$ cat config.mk
export PLATFORM = sky130hd
export DESIGN_NAME = srtf_scheduler_flat
export DESIGN_NICKNAME = d
export VERILOG_FILES = /design/src/design/srtf_pkg.sv /design/src/design/srtf_chan_if.sv /design/src/design/srtf_ctrl.sv /design/src/design/srtf_dp.sv /design/src/design/srtf_scheduler.sv /design/src/flat_wrapper.sv
export SDC_FILE = /design/constraint.sdc
export NUM_CORES = 1
export LEC_CHECK = 0
export BUFFER_PORTS_ARGS = -buffer_cell sky130_fd_sc_hd__buf_2
export CORE_AREA = 2 2 39 41
export DETAILED_ROUTE_END_ITERATION = 16
export DIE_AREA = 0 0 41 43
export GPL_TIMING_DRIVEN = 0
export PLACE_DENSITY = 0.41
export SKIP_LAST_GASP = 1
export SLEW_MARGIN = 20
export SYNTH_ARGS = -nofsm -noshare
export SYNTH_HDL_FRONTEND = slang
export SYNTH_SLANG_ARGS = --single-unit
$ cat constraint.sdc
create_clock -name clk -period 1.11 [get_ports clk]
set_input_delay 0.222 -clock clk [delete_from_list [all_inputs] [get_ports clk]]
set_output_delay 0.222 -clock clk [all_outputs]
set_load 0.05 [all_outputs]
$ cat src/design/srtf_pkg.sv
package srtf_pkg;

  localparam int unsigned SLOT_W         = 4;
  localparam int unsigned FIELD_W        = 16;
  localparam int unsigned DEF_TASK_SLOTS = 16;
  localparam int unsigned DEF_TIME_BITS  = 16;

  localparam logic ACT_LOAD = 1'b0;
  localparam logic ACT_TICK = 1'b1;

  typedef struct packed {
    logic               action;
    logic [SLOT_W-1:0]  slot;
    logic [FIELD_W-1:0] arrival;
    logic [FIELD_W-1:0] burst;
  } in_item_t;

  typedef struct packed {
    logic               idle;
    logic [SLOT_W-1:0]  running_slot;
    logic               finished;
    logic [FIELD_W-1:0] turnaround;
    logic [FIELD_W-1:0] waiting;
    logic [FIELD_W-1:0] time_now;
    logic               all_clear;
    logic               block_closed;
    logic [SLOT_W-1:0]  closed_slot;
    logic [FIELD_W-1:0] closed_len;
  } out_item_t;

  typedef struct packed {
    logic capture;
    logic scan_start;
    logic scan_rd;
    logic scan_cmp;
    logic commit;
  } ctl_cmd_t;

  typedef struct packed {
    logic scan_last;
  } dp_stat_t;

endpackage

$ cat src/design/srtf_chan_if.sv
interface srtf_chan_if #(
  parameter type payload_t = logic
);
  logic     valid;
  logic     ready;
  payload_t data;

  modport source (output valid, output data, input ready);
  modport sink (input valid, input data, output ready);
endinterface

$ cat src/design/srtf_ctrl.sv
module srtf_ctrl (
  input  logic              clk,
  input  logic              rst_n,
  input  logic              in_valid,
  input  logic              in_action,
  input  logic              out_ready,
  input  srtf_pkg::dp_stat_t stat,
  output logic              in_ready,
  output logic              out_valid,
  output srtf_pkg::ctl_cmd_t cmd
);

  typedef enum logic [1:0] {
    S_IDLE,
    S_SCAN,
    S_DRAIN,
    S_COMMIT
  } state_t;

  state_t state_r, state_nxt;
  logic   out_valid_r, out_valid_nxt;
  logic   cmp_r;
  logic   accept;
  logic   out_free;

  always_comb begin
    in_ready       = (state_r == S_IDLE);
    accept         = in_valid && in_ready;
    out_free       = !out_valid_r || out_ready;
    cmd.capture    = accept;
    cmd.scan_start = accept && (in_action == srtf_pkg::ACT_TICK);
    cmd.scan_rd    = (state_r == S_SCAN);
    cmd.scan_cmp   = cmp_r;
    cmd.commit     = (state_r == S_COMMIT) && out_free;
    out_valid_nxt  = cmd.commit ? 1'b1 : (out_ready ? 1'b0 : out_valid_r);
    state_nxt      = state_r;
    unique case (state_r)
      S_IDLE: begin
        if (accept) begin
          state_nxt = (in_action == srtf_pkg::ACT_TICK) ? S_SCAN : S_COMMIT;
        end
      end
      S_SCAN: begin
        if (stat.scan_last) begin
          state_nxt = S_DRAIN;
        end
      end
      S_DRAIN: begin
        state_nxt = S_COMMIT;
      end
      S_COMMIT: begin
        if (out_free) begin
          state_nxt = S_IDLE;
        end
      end
      default: begin
        state_nxt = S_IDLE;
      end
    endcase
  end

  always_ff @(posedge clk) begin
    if (!rst_n) begin
      state_r     <= S_IDLE;
      out_valid_r <= 1'b0;
      cmp_r       <= 1'b0;
    end else begin
      state_r     <= state_nxt;
      out_valid_r <= out_valid_nxt;
      cmp_r       <= cmd.scan_rd;
    end
  end

  assign out_valid = out_valid_r;

endmodule

$ cat src/design/srtf_dp.sv
module srtf_dp #(
  parameter int unsigned TASK_SLOTS = srtf_pkg::DEF_TASK_SLOTS,
  parameter int unsigned TIME_BITS  = srtf_pkg::DEF_TIME_BITS
) (
  input  logic                clk,
  input  logic                rst_n,
  input  srtf_pkg::ctl_cmd_t  cmd,
  input  srtf_pkg::in_item_t  in_data,
  output srtf_pkg::dp_stat_t  stat,
  output srtf_pkg::out_item_t out_data
);

  localparam int unsigned SLOT_BITS = $clog2(TASK_SLOTS);
  localparam logic [TIME_BITS-1:0] TIME_MAX = {TIME_BITS{1'b1}};

  logic [TIME_BITS-1:0] rem_mem [TASK_SLOTS];
  logic [TIME_BITS-1:0] arr_mem [TASK_SLOTS];
  logic [TIME_BITS-1:0] bur_mem [TASK_SLOTS];

  srtf_pkg::in_item_t  item_r;
  srtf_pkg::out_item_t out_r, out_nxt;

  logic [TASK_SLOTS-1:0] nz_r, nz_nxt;
  logic [TIME_BITS-1:0]  clock_r, clock_nxt;
  logic [SLOT_BITS-1:0]  last_r, last_nxt;
  logic                  open_r, open_nxt;
  logic [TIME_BITS-1:0]  blen_r, blen_nxt;

  logic [SLOT_BITS-1:0]  idx_r;
  logic [SLOT_BITS-1:0]  cmp_idx_r;
  logic [TIME_BITS-1:0]  rd_rem_r, rd_arr_r, rd_bur_r;

  logic                  best_found_r;
  logic [SLOT_BITS-1:0]  best_idx_r;
  logic [TIME_BITS-1:0]  best_rem_r, best_arr_r, best_bur_r;

  logic                  is_load;
  logic                  ld_ok;
  logic [SLOT_BITS-1:0]  ld_idx;
  logic [TIME_BITS-1:0]  ld_arr, ld_bur;
  logic                  cand, take;
  logic [TIME_BITS-1:0]  rem_dec, clk_inc, blen_inc, ta;
  logic [TIME_BITS:0]    wdiff;
  logic [TIME_BITS-1:0]  wt;
  logic                  close;
  logic                  done_now;

  always_comb begin
    is_load = (item_r.action == srtf_pkg::ACT_LOAD);
    ld_ok   = (int'(item_r.slot) < TASK_SLOTS);
    ld_idx  = SLOT_BITS'(item_r.slot);
    ld_arr  = TIME_BITS'(item_r.arrival);
    ld_bur  = TIME_BITS'(item_r.burst);

    stat.scan_last = (idx_r == SLOT_BITS'(TASK_SLOTS - 1));

    cand = nz_r[cmp_idx_r] && (rd_arr_r <= clock_r);
    take = cand && (!best_found_r || (rd_rem_r < best_rem_r) ||
                    ((rd_rem_r == best_rem_r) && (rd_arr_r < best_arr_r)));

    rem_dec  = best_rem_r - TIME_BITS'(1);
    clk_inc  = (clock_r == TIME_MAX) ? clock_r : clock_r + TIME_BITS'(1);
    blen_inc = (blen_r == TIME_MAX) ? blen_r : blen_r + TIME_BITS'(1);
    ta       = clk_inc - best_arr_r;
    wdiff    = {1'b0, ta} - {1'b0, best_bur_r};
    wt       = wdiff[TIME_BITS] ? '0 : wdiff[TIME_BITS-1:0];
    close    = open_r && (!best_found_r || (last_r != best_idx_r));
    done_now = best_found_r && (rem_dec == '0);

    nz_nxt    = nz_r;
    clock_nxt = clock_r;
    last_nxt  = last_r;
    open_nxt  = open_r;
    blen_nxt  = blen_r;
    out_nxt   = '0;

    if (is_load) begin
      if (ld_ok) begin
        nz_nxt[ld_idx] = (ld_bur != '0);
      end
    end else begin
      clock_nxt = clk_inc;
      open_nxt  = best_found_r;
      if (best_found_r) begin
        nz_nxt[best_idx_r] = (rem_dec != '0);
        last_nxt = best_idx_r;
        blen_nxt = (open_r && (last_r == best_idx_r)) ? blen_inc : TIME_BITS'(1);
      end else begin
        blen_nxt = '0;
      end
      out_nxt.idle         = !best_found_r;
      out_nxt.running_slot = best_found_r ? srtf_pkg::SLOT_W'(best_idx_r) : '0;
      out_nxt.finished     = done_now;
      out_nxt.turnaround   = done_now ? srtf_pkg::FIELD_W'(ta) : '0;
      out_nxt.waiting      = done_now ? srtf_pkg::FIELD_W'(wt) : '0;
      out_nxt.block_closed = close;
      out_nxt.closed_slot  = close ? srtf_pkg::SLOT_W'(last_r) : '0;
      out_nxt.closed_len   = close ? srtf_pkg::FIELD_W'(blen_r) : '0;
    end
    out_nxt.time_now  = srtf_pkg::FIELD_W'(clock_nxt);
    out_nxt.all_clear = ~|nz_nxt;
  end

  always_ff @(posedge clk) begin
    if (cmd.commit) begin
      if (is_load) begin
        if (ld_ok) begin
          rem_mem[ld_idx] <= ld_bur;
          arr_mem[ld_idx] <= ld_arr;
          bur_mem[ld_idx] <= ld_bur;
        end
      end else if (best_found_r) begin
        rem_mem[best_idx_r] <= rem_dec;
      end
    end
  end

  always_ff @(posedge clk) begin
    if (cmd.scan_rd) begin
      rd_rem_r  <= rem_mem[idx_r];
      rd_arr_r  <= arr_mem[idx_r];
      rd_bur_r  <= bur_mem[idx_r];
      cmp_idx_r <= idx_r;
    end
  end

  always_ff @(posedge clk) begin
    if (cmd.capture) begin
      item_r <= in_data;
    end
    if (cmd.scan_start) begin
      idx_r <= '0;
    end else if (cmd.scan_rd) begin
      idx_r <= idx_r + SLOT_BITS'(1);
    end
    if (cmd.scan_cmp && take) begin
      best_idx_r <= cmp_idx_r;
      best_rem_r <= rd_rem_r;
      best_arr_r <= rd_arr_r;
      best_bur_r <= rd_bur_r;
    end
    if (cmd.commit) begin
      out_r <= out_nxt;
    end
  end

  always_ff @(posedge clk) begin
    if (!rst_n) begin
      nz_r         <= '0;
      clock_r      <= '0;
      last_r       <= '0;
      open_r       <= 1'b0;
      blen_r       <= '0;
      best_found_r <= 1'b0;
    end else begin
      if (cmd.commit) begin
        nz_r    <= nz_nxt;
        clock_r <= clock_nxt;
        last_r  <= last_nxt;
        open_r  <= open_nxt;
        blen_r  <= blen_nxt;
      end
      if (cmd.scan_start) begin
        best_found_r <= 1'b0;
      end else if (cmd.scan_cmp && take) begin
        best_found_r <= 1'b1;
      end
    end
  end

  assign out_data = out_r;

endmodule

$ cat src/design/srtf_scheduler.sv
// Shortest-remaining-time-first scheduler over TASK_SLOTS task slots. A load
// request writes one slot's arrival time and burst; a tick request picks the
// arrived slot with the least remaining work (ties to the earlier arrival, then
// the lower slot), charges it one unit, advances the saturating clock and
// reports completions and closed run blocks. Every request returns exactly one
// result. A load goes straight to the update; a tick reads the slot tables
// through their single read port, one slot per cycle, makes the last compare in
// a drain state and then the update, which waits for a free output register. A
// finished result may wait in the output register while the next request is
// accepted; it is written there only once the previous one is taken.
module srtf_scheduler #(
  parameter int unsigned TASK_SLOTS = srtf_pkg::DEF_TASK_SLOTS,
  parameter int unsigned TIME_BITS  = srtf_pkg::DEF_TIME_BITS
) (
  input logic        clk,
  input logic        rst_n,
  srtf_chan_if.sink   in_req,
  srtf_chan_if.source out_rsp
);

  srtf_pkg::ctl_cmd_t  cmd;
  srtf_pkg::dp_stat_t  stat;
  srtf_pkg::in_item_t  in_data;
  srtf_pkg::out_item_t out_data;
  logic                in_ready;
  logic                out_valid;

  assign in_data = in_req.data;

  srtf_ctrl u_ctrl (
    .clk       (clk),
    .rst_n     (rst_n),
    .in_valid  (in_req.valid),
    .in_action (in_data.action),
    .out_ready (out_rsp.ready),
    .stat      (stat),
    .in_ready  (in_ready),
    .out_valid (out_valid),
    .cmd       (cmd)
  );

  srtf_dp #(
    .TASK_SLOTS (TASK_SLOTS),
    .TIME_BITS  (TIME_BITS)
  ) u_dp (
    .clk      (clk),
    .rst_n    (rst_n),
    .cmd      (cmd),
    .in_data  (in_data),
    .stat     (stat),
    .out_data (out_data)
  );

  assign in_req.ready  = in_ready;
  assign out_rsp.valid = out_valid;
  assign out_rsp.data  = out_data;

endmodule

$ cat src/flat_wrapper.sv
// flat-port wrapper written by rule: the top's interface ports become plain ports
module srtf_scheduler_flat 
#(
  parameter int unsigned TASK_SLOTS = srtf_pkg::DEF_TASK_SLOTS,
  parameter int unsigned TIME_BITS  = srtf_pkg::DEF_TIME_BITS
)
  (clk, rst_n, in_req_valid, in_req_data, in_req_ready, out_rsp_valid, out_rsp_data, out_rsp_ready);
  srtf_chan_if in_req_i ();
  srtf_chan_if out_rsp_i ();
  input logic clk;
  input logic rst_n;
  input wire logic [$bits(in_req_i.valid)-1:0] in_req_valid;
  input wire logic [$bits(in_req_i.data)-1:0] in_req_data;
  output wire logic [$bits(in_req_i.ready)-1:0] in_req_ready;
  output wire logic [$bits(out_rsp_i.valid)-1:0] out_rsp_valid;
  output wire logic [$bits(out_rsp_i.data)-1:0] out_rsp_data;
  input wire logic [$bits(out_rsp_i.ready)-1:0] out_rsp_ready;
  assign in_req_i.valid = in_req_valid;
  assign in_req_i.data = in_req_data;
  assign in_req_ready = in_req_i.ready;
  assign out_rsp_valid = out_rsp_i.valid;
  assign out_rsp_data = out_rsp_i.data;
  assign out_rsp_i.ready = out_rsp_ready;
  srtf_scheduler #(.TASK_SLOTS(TASK_SLOTS), .TIME_BITS(TIME_BITS)) u_core (.clk(clk), .rst_n(rst_n), .in_req(in_req_i), .out_rsp(out_rsp_i));
endmodule
==> metrics.md <==
| Metric | Value |
|---|---|
| Hold-fix buffer count after cts | `0` |
| Drt drc | `0` |
| Worst skew pair latency | `0.25 ns` |
| Crit path max-delay cell type | `dfxtp_4` |
| Crit path cell chain | `nor2_4, buf_6` |
| Crit path DAT | `~0.86 ns` |
| 1st-iter DRT viols | `1` |
| WL per Instance | `10.0 um` |
| Clock Path Buffers | `2` |
| Gate Count Post-Synth | `25` |
| Leak pwr | `0.162 nW` |
| Effective utilization at floorplan | `21.7%` |
| Worst hold path class | `input pin to flip-flop` |
| Final setup viols | `0` |
| Tot Pwr | `0.735 mW` |
| Endpoints failing hold | `0` |
| Crit path kind | `flip-flop to output port` |
| Cell family with most CP delay | `flip-flops` |
| Worst Path Required | `0.89 ns` |
| Die Y | `43 um` |
| Syn_nets | `31` |
| Die ar. | `0.00176 mm^2` |
| Detailed Routing Iterations Pass 1 | `2` |
| Cell variety after synth | `17` |
| Avg Cell Area, Syn | `12.0 um^2` |
| Post-DP Area | `352 um^2` |
| Finished Cell Area | `412 um^2` |
| Core area | `between 0.001 and 0.0015 mm^2` |
| CTS clk-pin slew, worst paths | `0.05 ns` |
| VDD IR max | `0.000617 V` |
| # rows | `14` |
| Period minus WS final | `about 1.1 ns` |
| Routability cong. | `0.693` |
| Htree depth | `1` |
| Crit path capture type | `output port` |
| Grt ovf | `0` |
| #FFs+latches synth | `7` |
| Root buffer cell | `clkbuf_4` |
| Maximum number of pins on one net before global-route repair | `7` |
| Via Count | `216` |
| WL final | `approximately 510 um` |
| Worst Reg-to-Reg Cells | `2` |
| Antenna cells | `0` |
| Largest stage delay on the critical path | `about 0.36 ns` |
| Fin Setup TNS | `0 ns` |
| Final Max Tran Viols | `0` |
| Via/cell ratio | `between 4 and 5` |
| CP startpoint kind | `flip-flop` |
| Final net count | `42` |
| Die X | `between 40 and 50 um` |
| Detailed Place HPWL | `372 um` |
| Status | `complete, no violations` |
| PD cells | `1790 mW/mm^2` |
| Seq/Total Area, Yosys | `60.0%` |
| I/O Buffers | `5` |
| Commonest non-fill, non-tap cells in the layout | `buf_2 (4), edfxtp_1 (4), clkbuf_4 (3)` |
| Yosys warning count | `0` |
| First-pass GRT wire length | `807 um` |
| Clock Skew | `0.00382 ns` |
| I/O pin count | `8` |
| GRT Util Overall | `7.29%` |
| Final cycle utilization of the critical path | `97.6%` |
| CP Max Fanout | `4` |
| Vias in the first global route | `209` |
| Synthesized cell area | `300 um^2` |
| Syn-to-layout area delta | `37.1%` |
| CTS tree | `yes` |
| Buf+Inv Stages, Crit Path | `1` |
| Total CTS buffers | `3` |
| Max-cap violations | `0` |
| Final ANT Viol Nets | `0` |
| Share of layout cells above drive strength 1 | `48.6%` |
| Cell count of the worst hold path | `3` |
| Max Fclk | `roughly 920 MHz` |
| WP depth | `2` |
| Num Clock Sinks | `7` |
| Initial antenna violation count | `0` |
==> path summary, 6_finish.rpt <==
| path | from | to | slack (ns) |
|---|---|---|---|
| worst max register to register | u_core.u_dp.idx_r[0] | u_core.u_dp.idx_r[2] | 0.07 |
| worst max-delay path | u_core.u_ctrl.state_r[1] | in_req_ready | 0.03 |
| worst min-delay path | rst_n | u_core.u_ctrl.out_valid | 0.22 |
| worst min register to register | u_core.u_ctrl.state_r[1] | u_core.u_ctrl.out_valid | 0.52 |
==> worst register-to-register path: cells and delay by family (launching register included) <==
family / cells / cell delay (ns)
xor+xnor: 1 / 0.14
fa+ha+maj: 1 / 0.24
flops: 1 / 0.42
==> where the power goes <==
group / internal [mW] / switching [mW]
sequential: 0.319 / 0.0339
clock: 0.137 / 0.0923
combinational: 0.0665 / 0.0863
total: 0.523 / 0.212
==> stage by stage <==
| stage | cells | utilization [%] | hold slack (ns) | setup WS [ns] |
|---|---|---|---|---|
| 2_1_floorplan | 25 | - | 0.344 | 0.0230 |
| 3_3_place_gp | 46 | 25.4 | 0.460 | -0.129 |
| 3_5_place_dp | 46 | 25.4 | 0.482 | -0.124 |
| 4_1_cts | 50 | 28.0 | 0.216 | 0.00754 |
| 5_1_grt | 51 | 29.7 | 0.226 | -0.00165 |
| 6_report | 51 | 29.7 | 0.219 | 0.0261 |
==> cell usage after synthesis <==
| cell type | instances | area [um^2] |
|---|---|---|
| a21oi_1 | 2 | 10.0 |
| a311o_1 | 1 | 10.0 |
| a41oi_2 | 1 | 16.3 |
| buf_4 | 1 | 7.51 |
| conb_1 | 1 | 3.75 |
| dfxtp_1 | 3 | 60.1 |
| edfxtp_1 | 4 | 120 |
| ha_1 | 1 | 12.5 |
| inv_1 | 2 | 7.51 |
| nand2_1 | 1 | 3.75 |
| nand2b_1 | 1 | 6.26 |
| nand3_1 | 2 | 10.0 |
| nor2_1 | 1 | 3.75 |
| nor2b_1 | 1 | 6.26 |
| nor3_1 | 1 | 5.00 |
| xnor2_1 | 1 | 8.76 |
| xor2_1 | 1 | 8.76 |
==> metal layers <==
metal  up-vias  GRT usage [%]  wire length, um
met1       100           8.61              234
met4         0           6.00               16
met5         -              0                0
met3         2           3.14               41
met2         8           9.69              219
li1        106              -                -
==> flip-flops by register name, summed over array words and instances, names as in the netlist <==
register                 cells
u_core.u_dp.idx_r            4
u_core.u_ctrl.out_valid      1
u_core.u_ctrl.state_r        2
==> area by class of cell <==
| type | instances | area, um^2 |
|---|---|---|
| buffer | 1 | 7.51 |
| tap | 16 | 20.0 |
| fill | 146 | 972 |
| sequential | 7 | 189 |
| inverter | 2 | 7.51 |
| timing repair buffer | 6 | 38.8 |
| multi-input combinational | 15 | 123 |
| clock buffer | 4 | 26.3 |
==> repair_timing <==
| item | CTS | global route |
|---|---|---|
| setup endpoints to repair | 7 | 8 |
| setup buffers | 0 | 1 |
| resized for setup | 4 | 5 |
==> cells by family (layout without fill, tap and decap cells) <==
logic type                 after synthesis  after routing  synth area share [%]
DFF                                      7              7                  60.0
buffers and inverters                    3             13                  5.00
adders and majority gates                1              1                  4.17
and+or+nand+nor                          7              7                  11.7
other                                    1              1                  1.25
xor gates and xnor gates                 2              2                  5.83
AOI/OAI and AO/OA                        4              4                  12.1
Note: power is estimated with default switching activity, not from simulation.
